--- src/rtl/postfix_expression_evaluator_unit_defines.svh ---
// Assertion macros shared by the postfix evaluator RTL.
// Every macro samples on the rising edge of clk_i and is disabled while rst_ni is low.
`ifndef POSTFIX_EXPRESSION_EVALUATOR_UNIT_DEFINES_SVH
`define POSTFIX_EXPRESSION_EVALUATOR_UNIT_DEFINES_SVH

// Plain property check.
`define PEE_ASSERT(label, prop, msg) \
  label: assert property (@(posedge clk_i) disable iff (!rst_ni) (prop)) else $error(msg);

// Same-cycle implication.
`define PEE_ASSERT_IMP(label, ante, cons, msg) \
  label: assert property (@(posedge clk_i) disable iff (!rst_ni) (ante) |-> (cons)) \
    else $error(msg);

// Next-cycle implication.
`define PEE_ASSERT_NEXT(label, ante, cons, msg) \
  label: assert property (@(posedge clk_i) disable iff (!rst_ni) (ante) |=> (cons)) \
    else $error(msg);

`endif

--- src/rtl/pee_pkg.sv ---
// ----------------------------------------------------------------------------
// pee_pkg
// Shared types and constants of the postfix expression evaluator.
// ----------------------------------------------------------------------------
`default_nettype none

package pee_pkg;

  localparam int unsigned STACK_DEPTH = 16;
  localparam int unsigned DATA_W      = 32;
  localparam int unsigned CH_W        = 8;
  localparam int unsigned STATUS_W    = 3;

  // ASCII codes the evaluator recognizes.
  localparam logic [CH_W-1:0] CH_ZERO  = 8'h30;
  localparam logic [CH_W-1:0] CH_NINE  = 8'h39;
  localparam logic [CH_W-1:0] CH_PLUS  = 8'h2B;
  localparam logic [CH_W-1:0] CH_MINUS = 8'h2D;
  localparam logic [CH_W-1:0] CH_MUL   = 8'h2A;
  localparam logic [CH_W-1:0] CH_DIV   = 8'h2F;

  typedef enum logic [STATUS_W-1:0] {
    STATUS_OK      = 3'd0,
    STATUS_UNDER   = 3'd1,
    STATUS_DIVZERO = 3'd2,
    STATUS_BADCH   = 3'd3,
    STATUS_OVER    = 3'd4
  } pee_status_e;

  typedef enum logic [1:0] {
    CELL_HOLD,
    CELL_PUSH,
    CELL_POP
  } pee_cell_op_e;

  typedef enum logic {
    S_IDLE,
    S_DIV
  } pee_state_e;

  typedef enum logic [1:0] {
    DIV_IDLE,
    DIV_RUN,
    DIV_DONE
  } pee_div_state_e;

  typedef struct packed {
    logic [CH_W-1:0] ch;
    logic            last;
  } pee_in_t;

  typedef struct packed {
    logic                     done_res;
    logic [STATUS_W-1:0]      status;
    logic signed [DATA_W-1:0] value;
  } pee_out_t;

  typedef struct packed {
    logic              start;
    logic [DATA_W-1:0] dividend;
    logic [DATA_W-1:0] divisor;
  } pee_div_req_t;

  typedef struct packed {
    logic              done;
    logic [DATA_W-1:0] quotient;
  } pee_div_rsp_t;

endpackage

`default_nettype wire

--- src/rtl/postfix_expression_evaluator_unit.sv ---
// ----------------------------------------------------------------------------
// postfix_expression_evaluator_unit
// Evaluates postfix expressions over a row of shifting stack cells.
// ----------------------------------------------------------------------------
// The block takes one ASCII character per item and returns one result item per
// character; the result of the character flagged last carries the answer or
// the first error of the expression, after which the stack is empty again.
// Digits and the operators +, - and * are done as each is taken: the top two
// cells feed the arithmetic and the row of cells shifts in the same cycle.
// A division runs on the divider, which produces one quotient bit per cycle
// in its steps (a load, 32 restoring steps, a write-back).
// A new item is taken whenever no division runs and the output register is
// empty or being read in that cycle.
`default_nettype none

`include "postfix_expression_evaluator_unit_defines.svh"

module postfix_expression_evaluator_unit #(
  parameter int unsigned StackDepth = pee_pkg::STACK_DEPTH
) (
  input  wire logic         clk_i,
  input  wire logic         rst_ni,
  input  wire logic         in_valid_i,
  output logic              in_ready_o,
  input  wire pee_pkg::pee_in_t in_item_i,
  output logic              out_valid_o,
  input  wire logic         out_ready_i,
  output pee_pkg::pee_out_t out_item_o
);

  localparam int unsigned DataW = pee_pkg::DATA_W;
  localparam int unsigned CntW  = $clog2(StackDepth + 1);

  pee_pkg::pee_state_e  state_q, state_d;
  pee_pkg::pee_status_e err_q, err_d, err_n, fin_err;
  logic [CntW-1:0]      count_q, count_d, cnt_n;
  logic                 last_q, last_d;
  logic                 out_valid_q, out_valid_d;
  pee_pkg::pee_out_t    out_q, out_d;

  logic [DataW-1:0]      cell_val [StackDepth];
  pee_pkg::pee_cell_op_e stack_op, top_op;

  logic                  in_acc, produce, fin_last, div_start, is_digit;
  logic [DataW-1:0]      top_n, opnd_a, opnd_b, digit_val;
  logic [DataW-1:0]      sum, dif, prod;
  pee_pkg::pee_div_req_t div_req;
  pee_pkg::pee_div_rsp_t div_rsp;

  // ---------------------------------------------------------------- stack
  assign top_op = (stack_op == pee_pkg::CELL_HOLD) ? pee_pkg::CELL_HOLD : pee_pkg::CELL_PUSH;

  for (genvar i = 0; i < StackDepth; i++) begin : g_cell
    if (i == 0) begin : g_top
      pee_cell #(.DataW(DataW)) u_cell (
        .clk_i   (clk_i),
        .op_i    (top_op),
        .above_i (top_n),
        .below_i (cell_val[1]),
        .value_o (cell_val[0])
      );
    end else if (i == StackDepth - 1) begin : g_bottom
      pee_cell #(.DataW(DataW)) u_cell (
        .clk_i   (clk_i),
        .op_i    (stack_op),
        .above_i (cell_val[i-1]),
        .below_i (cell_val[i]),
        .value_o (cell_val[i])
      );
    end else begin : g_mid
      pee_cell #(.DataW(DataW)) u_cell (
        .clk_i   (clk_i),
        .op_i    (stack_op),
        .above_i (cell_val[i-1]),
        .below_i (cell_val[i+1]),
        .value_o (cell_val[i])
      );
    end
  end

  // ---------------------------------------------------------------- arithmetic
  assign opnd_b    = cell_val[0];
  assign opnd_a    = cell_val[1];
  assign sum       = opnd_a + opnd_b;
  assign dif       = opnd_a - opnd_b;
  assign prod      = opnd_a * opnd_b;
  assign is_digit  = (in_item_i.ch >= pee_pkg::CH_ZERO) && (in_item_i.ch <= pee_pkg::CH_NINE);
  assign digit_val = {{(DataW - pee_pkg::CH_W){1'b0}}, in_item_i.ch - pee_pkg::CH_ZERO};

  assign div_req.start    = div_start;
  assign div_req.dividend = opnd_a;
  assign div_req.divisor  = opnd_b;

  pee_div u_div (
    .clk_i  (clk_i),
    .rst_ni (rst_ni),
    .req_i  (div_req),
    .rsp_o  (div_rsp)
  );

  // ---------------------------------------------------------------- control
  assign in_acc = in_valid_i && in_ready_o;

  always_comb begin
    err_n     = err_q;
    cnt_n     = count_q;
    top_n     = cell_val[0];
    stack_op  = pee_pkg::CELL_HOLD;
    div_start = 1'b0;
    produce   = 1'b0;
    fin_last  = in_item_i.last;
    if (state_q == pee_pkg::S_DIV) begin
      fin_last = last_q;
      if (div_rsp.done) begin
        produce  = 1'b1;
        stack_op = pee_pkg::CELL_POP;
        top_n    = div_rsp.quotient;
        cnt_n    = count_q - 1'b1;
      end
    end else if (in_acc) begin
      produce = 1'b1;
      // Once an error is held, the rest of the expression is ignored.
      if (err_q == pee_pkg::STATUS_OK) begin
        if (is_digit) begin
          if (count_q == CntW'(StackDepth)) begin
            err_n = pee_pkg::STATUS_OVER;
          end else begin
            stack_op = pee_pkg::CELL_PUSH;
            top_n    = digit_val;
            cnt_n    = count_q + 1'b1;
          end
        end else if (count_q < CntW'(2)) begin
          err_n = pee_pkg::STATUS_UNDER;
        end else begin
          case (in_item_i.ch)
            pee_pkg::CH_PLUS: begin
              stack_op = pee_pkg::CELL_POP;
              top_n    = sum;
              cnt_n    = count_q - 1'b1;
            end
            pee_pkg::CH_MINUS: begin
              stack_op = pee_pkg::CELL_POP;
              top_n    = dif;
              cnt_n    = count_q - 1'b1;
            end
            pee_pkg::CH_MUL: begin
              stack_op = pee_pkg::CELL_POP;
              top_n    = prod;
              cnt_n    = count_q - 1'b1;
            end
            pee_pkg::CH_DIV: begin
              if (opnd_b == '0) begin
                err_n = pee_pkg::STATUS_DIVZERO;
              end else begin
                div_start = 1'b1;
                produce   = 1'b0;
              end
            end
            default: err_n = pee_pkg::STATUS_BADCH;
          endcase
        end
      end
    end
  end

  // The closing character pops the answer; an empty stack there is underflow.
  always_comb begin
    fin_err = err_n;
    if (fin_last && err_n == pee_pkg::STATUS_OK && cnt_n == '0) begin
      fin_err = pee_pkg::STATUS_UNDER;
    end
  end

  always_comb begin
    out_d.done_res = fin_last;
    out_d.status   = fin_err;
    out_d.value    = (fin_last && fin_err == pee_pkg::STATUS_OK) ? top_n : '0;
    if (produce) begin
      out_valid_d = 1'b1;
    end else if (out_ready_i) begin
      out_valid_d = 1'b0;
    end else begin
      out_valid_d = out_valid_q;
    end
    count_d = produce ? (fin_last ? '0 : cnt_n) : count_q;
    err_d   = produce ? (fin_last ? pee_pkg::STATUS_OK : err_n) : err_q;
    last_d  = div_start ? in_item_i.last : last_q;
  end

  always_comb begin
    state_d = state_q;
    case (state_q)
      pee_pkg::S_IDLE: if (div_start) state_d = pee_pkg::S_DIV;
      pee_pkg::S_DIV:  if (div_rsp.done) state_d = pee_pkg::S_IDLE;
      default:         state_d = pee_pkg::S_IDLE;
    endcase
  end

  always_comb begin
    in_ready_o  = (state_q == pee_pkg::S_IDLE) && (!out_valid_q || out_ready_i);
    out_valid_o = out_valid_q;
    out_item_o  = out_q;
  end

  always_ff @(posedge clk_i or negedge rst_ni) begin
    if (!rst_ni) begin
      state_q     <= pee_pkg::S_IDLE;
      err_q       <= pee_pkg::STATUS_OK;
      count_q     <= '0;
      last_q      <= 1'b0;
      out_valid_q <= 1'b0;
    end else begin
      state_q     <= state_d;
      err_q       <= err_d;
      count_q     <= count_d;
      last_q      <= last_d;
      out_valid_q <= out_valid_d;
    end
  end

  always_ff @(posedge clk_i) begin
    if (produce) begin
      out_q <= out_d;
    end
  end

  // ---------------------------------------------------------------- checks
  `PEE_ASSERT(a_count_bound, count_q <= CntW'(StackDepth), "stack count beyond depth")
  `PEE_ASSERT_IMP(a_div_out_empty, state_q == pee_pkg::S_DIV, !out_valid_q,
                  "result held while a division runs")
  `PEE_ASSERT_IMP(a_div_done_state, div_rsp.done, state_q == pee_pkg::S_DIV,
                  "divider finished with no division pending")
  `PEE_ASSERT_IMP(a_err_value_zero, out_valid_q && out_q.status != pee_pkg::STATUS_OK,
                  out_q.value == '0, "error result carries a nonzero value")
  `PEE_ASSERT_NEXT(a_close_clears, produce && fin_last,
                   count_q == '0 && err_q == pee_pkg::STATUS_OK,
                   "stack not cleared after closing an expression")

endmodule

`default_nettype wire

--- src/rtl/pee_cell.sv ---
// ----------------------------------------------------------------------------
// pee_cell
// One stack cell: holds one operand and trades it with its neighbors.
// ----------------------------------------------------------------------------
`default_nettype none

module pee_cell #(
  parameter int unsigned DataW = pee_pkg::DATA_W
) (
  input  wire logic                 clk_i,
  input  wire pee_pkg::pee_cell_op_e op_i,
  input  wire logic [DataW-1:0]     above_i,
  input  wire logic [DataW-1:0]     below_i,
  output logic      [DataW-1:0]     value_o
);

  logic [DataW-1:0] value_q, value_d;

  // A push moves every entry one cell deeper; a pop pulls them one cell up.
  always_comb begin
    case (op_i)
      pee_pkg::CELL_PUSH: value_d = above_i;
      pee_pkg::CELL_POP:  value_d = below_i;
      default:            value_d = value_q;
    endcase
  end

  always_ff @(posedge clk_i) begin
    value_q <= value_d;
  end

  assign value_o = value_q;

endmodule

`default_nettype wire

--- src/rtl/pee_div.sv ---
// ----------------------------------------------------------------------------
// pee_div
// Iterative signed 32-bit divider, one restoring quotient bit per cycle.
// ----------------------------------------------------------------------------
`default_nettype none

module pee_div (
  input  wire logic                  clk_i,
  input  wire logic                  rst_ni,
  input  wire pee_pkg::pee_div_req_t req_i,
  output pee_pkg::pee_div_rsp_t      rsp_o
);

  localparam int unsigned DataW = pee_pkg::DATA_W;
  localparam int unsigned CntW  = $clog2(DataW);

  pee_pkg::pee_div_state_e state_q, state_d;
  logic [CntW-1:0]  cnt_q;
  logic [DataW-1:0] rem_q, quo_q, mb_q;
  logic             neg_q;

  logic [DataW-1:0] ma, mb;
  logic [DataW:0]   rem_sh, diff;

  assign ma = req_i.dividend[DataW-1] ? (~req_i.dividend + 1'b1) : req_i.dividend;
  assign mb = req_i.divisor[DataW-1]  ? (~req_i.divisor + 1'b1)  : req_i.divisor;

  assign rem_sh = {rem_q, quo_q[DataW-1]};
  assign diff   = rem_sh - {1'b0, mb_q};

  always_comb begin
    state_d = state_q;
    case (state_q)
      pee_pkg::DIV_IDLE: if (req_i.start) state_d = pee_pkg::DIV_RUN;
      pee_pkg::DIV_RUN:  if (cnt_q == CntW'(DataW - 1)) state_d = pee_pkg::DIV_DONE;
      pee_pkg::DIV_DONE: state_d = pee_pkg::DIV_IDLE;
      default:           state_d = pee_pkg::DIV_IDLE;
    endcase
  end

  always_comb begin
    rsp_o.done     = (state_q == pee_pkg::DIV_DONE);
    rsp_o.quotient = neg_q ? (~quo_q + 1'b1) : quo_q;
  end

  always_ff @(posedge clk_i or negedge rst_ni) begin
    if (!rst_ni) begin
      state_q <= pee_pkg::DIV_IDLE;
      cnt_q   <= '0;
    end else begin
      state_q <= state_d;
      if (state_q == pee_pkg::DIV_RUN) begin
        cnt_q <= cnt_q + 1'b1;
      end else begin
        cnt_q <= '0;
      end
    end
  end

  // The dividend magnitude shifts out of quo_q while quotient bits shift in.
  always_ff @(posedge clk_i) begin
    if (state_q == pee_pkg::DIV_IDLE && req_i.start) begin
      quo_q <= ma;
      mb_q  <= mb;
      rem_q <= '0;
      neg_q <= req_i.dividend[DataW-1] ^ req_i.divisor[DataW-1];
    end else if (state_q == pee_pkg::DIV_RUN) begin
      if (!diff[DataW]) begin
        rem_q <= diff[DataW-1:0];
        quo_q <= {quo_q[DataW-2:0], 1'b1};
      end else begin
        rem_q <= rem_sh[DataW-1:0];
        quo_q <= {quo_q[DataW-2:0], 1'b0};
      end
    end
  end

endmodule

`default_nettype wire
--- config.mk ---
export PLATFORM = sky130hd
export DESIGN_NAME = postfix_expression_evaluator_unit
export DESIGN_NICKNAME = d
export VERILOG_FILES = /design/src/rtl/pee_pkg.sv /design/src/rtl/postfix_expression_evaluator_unit.sv /design/src/rtl/pee_cell.sv /design/src/rtl/pee_div.sv
export VERILOG_INCLUDE_DIRS = /design/src /design/src/rtl
export SDC_FILE = /design/constraint.sdc
export NUM_CORES = 2
export LEC_CHECK = 0
export ABC_AREA = 0
export BUFFER_PORTS_ARGS = -buffer_cell sky130_fd_sc_hd__buf_2
export CAP_MARGIN = 20
export CELL_PAD_IN_SITES_DETAIL_PLACEMENT = 1
export CELL_PAD_IN_SITES_GLOBAL_PLACEMENT = 1
export CORE_ASPECT_RATIO = 1.5
export CORE_MARGIN = 4
export CORE_UTILIZATION = 53
export CTS_CLUSTER_DIAMETER = 150
export CTS_CLUSTER_SIZE = 28
export DETAILED_ROUTE_END_ITERATION = 8
export PLACE_DENSITY_LB_ADDON = 0.1
export SLEW_MARGIN = 0
export SYNTH_ARGS = -nofsm -noshare
export SYNTH_HDL_FRONTEND = slang
export SYNTH_SLANG_ARGS = --single-unit
--- constraint.sdc ---
create_clock -name clk_i -period 13.9 [get_ports clk_i]
set_input_delay 0.695 -clock clk_i [delete_from_list [all_inputs] [get_ports clk_i]]
set_output_delay 0.695 -clock clk_i [all_outputs]
set_load 0.05 [all_outputs]
==> results.md <==
- Vias in the first global route: 36,300
- Delay of the slowest critical-path stage: 1.12 ns
- Root buffer cell: clkbuf_16
- Post-route DRC violation count: 0
- Cell Area, Synth: 49,400 um2
- Crit-path max FO: 23
- Final setup fails: 0
- DRT iter0 DRCs: 2,164
- Slew Limit Fails: 0
- Pint: 0.00321 W
- Die area: 98,200 um2
- Layout area overhead: 4.49%
- TritonRoute pass-1 iters: 5
- Switching power: 0.00175 W
- Crit end category: flip-flop
- Total power: 0.00496 W
- Maximum VDD drop: 0.000110 V
- Top cells by area, synth: edfxtp_1 37%, fa_1 17%, mux2_2 10%
- Synth top area share: 37.3%
- Crit path required time: 14.30 ns
- Clock Latency Late Sink: 0.70 ns
- Clk pin slew, worst setup/hold paths: 0.12 ns
- Slew HR: 17.9%
- Initial antenna violation count: 3
- Post-Syn Nets: 4,934
- Htree depth: 1
- Post-synth EDFFs: 613
- Crit path from: g_cell[1].g_mid.u_cell.value_o[16]
- WP buf/inv: 2
- Die H: 382 um
- PwrDens: 96.2 nW/um2
- Clock power frac: 20.2%
- Final Skew: 0.0582 ns
- Remaining global-route overflow: 0
- Finished Core Util: 56.0%
- FP Rows: 136
- Area taken by multi-input logic gates: 27,200 um2
- DR vias: 32,800
- DRT Wirelength: 139,000 um
- RR Startpoint: g_cell[1].g_mid.u_cell.value_o[16]
- Share of power burned in registers: 44.5%
- Filler cell count: 9,670
- RSZ-0062 raised after global routing: false
- Buffers on Ports: 50
- Synth async-reset ratio: 2.71%
- Post-Syn Area per Cell: 11.4 um2
- Sw frac: 35.3%
- Synth Instances: 4,312
- Ys flop type: edfxtp_1
- CTS Buffer Depth: 3
- Critical Path AT: 8.46 ns
- Outcome: finished clean
- Area leader, netlist: edfxtp_1
- Worst path slowest cell: edfxtp_1
- Starting Density: 53.6%
- Storage element area: 19,500 um2
- HPWL after DPL: 100,000 um
- Min-delay worst type: input pin to flip-flop
- Crit-path leading delay family: adder cells
- Share of layout cells above drive strength 1: 15.0%
- Worst setup path class: flip-flop to flip-flop
- Post-route minimum period: 8.06 ns
- Worst Tran Pin Value: 1.23 ns
- Cell Chain, Critical Path: and2_1 > fa_1 > fa_1 > fa_1 > inv_1 > fa_1 > inv_1 > fa_1 > fa_1 > fa_1 > fa_1 > ha_1 > a21oi_1 > o21ai_0 > or3_1 > a21oi_1 > o31ai_1 > xnor2_1 > o221ai_1 > nor2b_1
- Nets: 4,837
- Leak: 20.3 nW
- Core area: 92,100 um2
- Setup Buffers After CTS: 0
- Num CTS Buffers: 27
- Final Hold Vio Count: 0
- MaxCap Viol Count: 0
- Synth warnings: 0
- Number of synthesized register bits: 663
- First-pass GRT wire length: 213,000 um
- IO Count: 51
- Combinational share of power: 35.2%
- Fin Hold WS: 0.287 ns
- DIE WIDTH: 257 um
- Setup TNS Final: 0 ns
- Global Route Usage Sum: 28.1%
- Startpoint Class: flip-flop
- CTS tree: done
- Clk sinks: 663
- Routed WL per cell: 25.3 um
- Largest net degree at the start of global routing: 200
- Share of the yosys chip area belonging to registers: 39.5%
- Hold Startpoint: in_item_i[0]
- Most frequent CP cell: fa_1
- ANT nets after route: 0
- Fmax: 124 MHz
- RePlAce Congestion: 0.970
- Via density: 5.98
- Number of distinct library cells after synthesis: 87
- Fin crit share: 58.0%
-- kinds of logic (layout without fill, tap and decap cells) --
family          after synthesis  in the layout  synth area share, %
simple gates               1087           1087                 11.2
buf+inv                     698            622                 5.44
flops                       663            663                 39.5
fa+ha+maj                   609            609                 21.7
compound gates              531            531                 6.96
mux                         474            474                 10.7
xor+xnor                    250            250                 4.48
other cells                   0              1                    0
-- repair_timing --
action                                 CTS  global route
gates resized for setup                  0             0
hold buffers                             1             0
endpoints found under the hold margin   18             0
-- cell type report --
type	count	share of cell area, %
clock inverter	2	0.0607
clock buffer	48	1.46
multi-input combinational	2951	52.7
tap	1242	3.01
inverter	450	3.29
timing repair buffer	122	1.62
antenna	1	0.00485
sequential	663	37.8
-- per-stage QoR --
step / setup WS [ns] / cells / instance area, um2
global placement: 6.03 / 5426 / 50800
CTS: 5.84 / 5477 / 51600
global route: 5.47 / 5478 / 51600
detailed placement: 5.88 / 5426 / 50800
finish: 5.84 / 5479 / 51600
floorplan: 2.06 / 4312 / 49400
-- final timing paths --
path | slack, ns | cells after the start | to
setup / recovery | 5.84 | 20 | out_item_o[28]
hold / removal | 0.29 | 2 | last_q
setup reg to reg | 5.84 | 20 | out_item_o[28]
hold reg to reg | 0.45 | 0 | g_cell[15].g_bottom.u_cell.value_o[31]
max in group asynchronous | 13.13 | 2 | count_q[4]
min in group asynchronous | 0.46 | 2 | out_valid_o
-- power by group through the flow --
stage	clock (W)	sequential, W	combinational (W)
after floorplan	0	0.00229	0.00112
after global placement	0	0.00225	0.00170
after detailed placement	0	0.00226	0.00173
after CTS	0.00104	0.00221	0.00174
after global routing	0.00112	0.00221	0.00190
final	0.00100	0.00221	0.00175
-- cell usage in the layout (no fill, tap or decap), types with 18 or more instances in the layout --
master and n:
a211oi_1 21, a21o_1 29, a21oi_1 99, and2_1 318, buf_2 50, buf_4 67
clkbuf_1 21, clkbuf_16 27, dfrtp_1 18, dfxtp_1 32, edfxtp_1 613, fa_1 410
ha_1 197, inv_1 448, mux2_2 448, mux2i_1 26, nand2_1 404, nand2b_1 26
nand3_1 62, nor2_1 107, nor2b_1 32, nor3_1 29, o21a_1 24, o21ai_0 168
o31ai_1 41, or3_1 22, xnor2_1 145, xor2_1 103
-- layer usage --
metal | wire, um | vias to the layer above | track usage [%]
met3 | 5520 | 424 | 2.65
met1 | 50600 | 17000 | 31.6
met5 | 0 | - | 0
met4 | 10100 | 0 | 16.5
li1 | - | 14400 | -
met2 | 72400 | 927 | 51.6
-- Yosys cell counts (19+ instances only) --
cell,n
a21o_1,29
fa_1,410
nand3_1,62
o21a_1,24
buf_1,19
nor2_1,107
xnor2_1,145
edfxtp_1,613
ha_1,199
clkbuf_1,206
or3_1,23
nor2b_1,32
o21ai_0,168
mux2i_1,26
a21oi_1,99
o31ai_1,41
xor2_1,103
a211oi_1,21
and2_1,318
inv_1,450
mux2_2,448
nand2_1,405
dfxtp_1,32
nand2b_1,27
nor3_1,30
-- worst register-to-register path, stage by stage (launching register included) --
cell and delay (ns):
edfxtp_1 1.12, and2_1 0.28, fa_1 0.45, fa_1 0.50
fa_1 0.52, inv_1 0.07, fa_1 0.48, inv_1 0.06
fa_1 0.48, fa_1 0.56, fa_1 0.42, fa_1 0.44
ha_1 0.34, a21oi_1 0.24, o21ai_0 0.20, or3_1 0.43
a21oi_1 0.18, o31ai_1 0.10, xnor2_1 0.50, o221ai_1 0.25
nor2b_1 0.18
-- flip-flops by register name, summed over array words and instances, names as in the netlist --
| name | flops |
|---|---|
| g_cell.g_bottom.u_cell.value_o | 32 |
| state_q | 1 |
| u_div.cnt_q | 5 |
| last_q | 1 |
| u_div.rem_q | 32 |
| g_cell.g_mid.u_cell.value_o | 448 |
| u_div.neg_q | 1 |
| u_div.quo_q | 32 |
| u_div.state_q | 2 |
| g_cell.g_top.u_cell.value_o | 32 |
| count_q | 5 |
| err_q | 3 |
| out_item_o | 36 |
| out_valid_o | 1 |
| u_div.mb_q | 32 |
No activity file was read; power rests on OpenSTA's default activity.
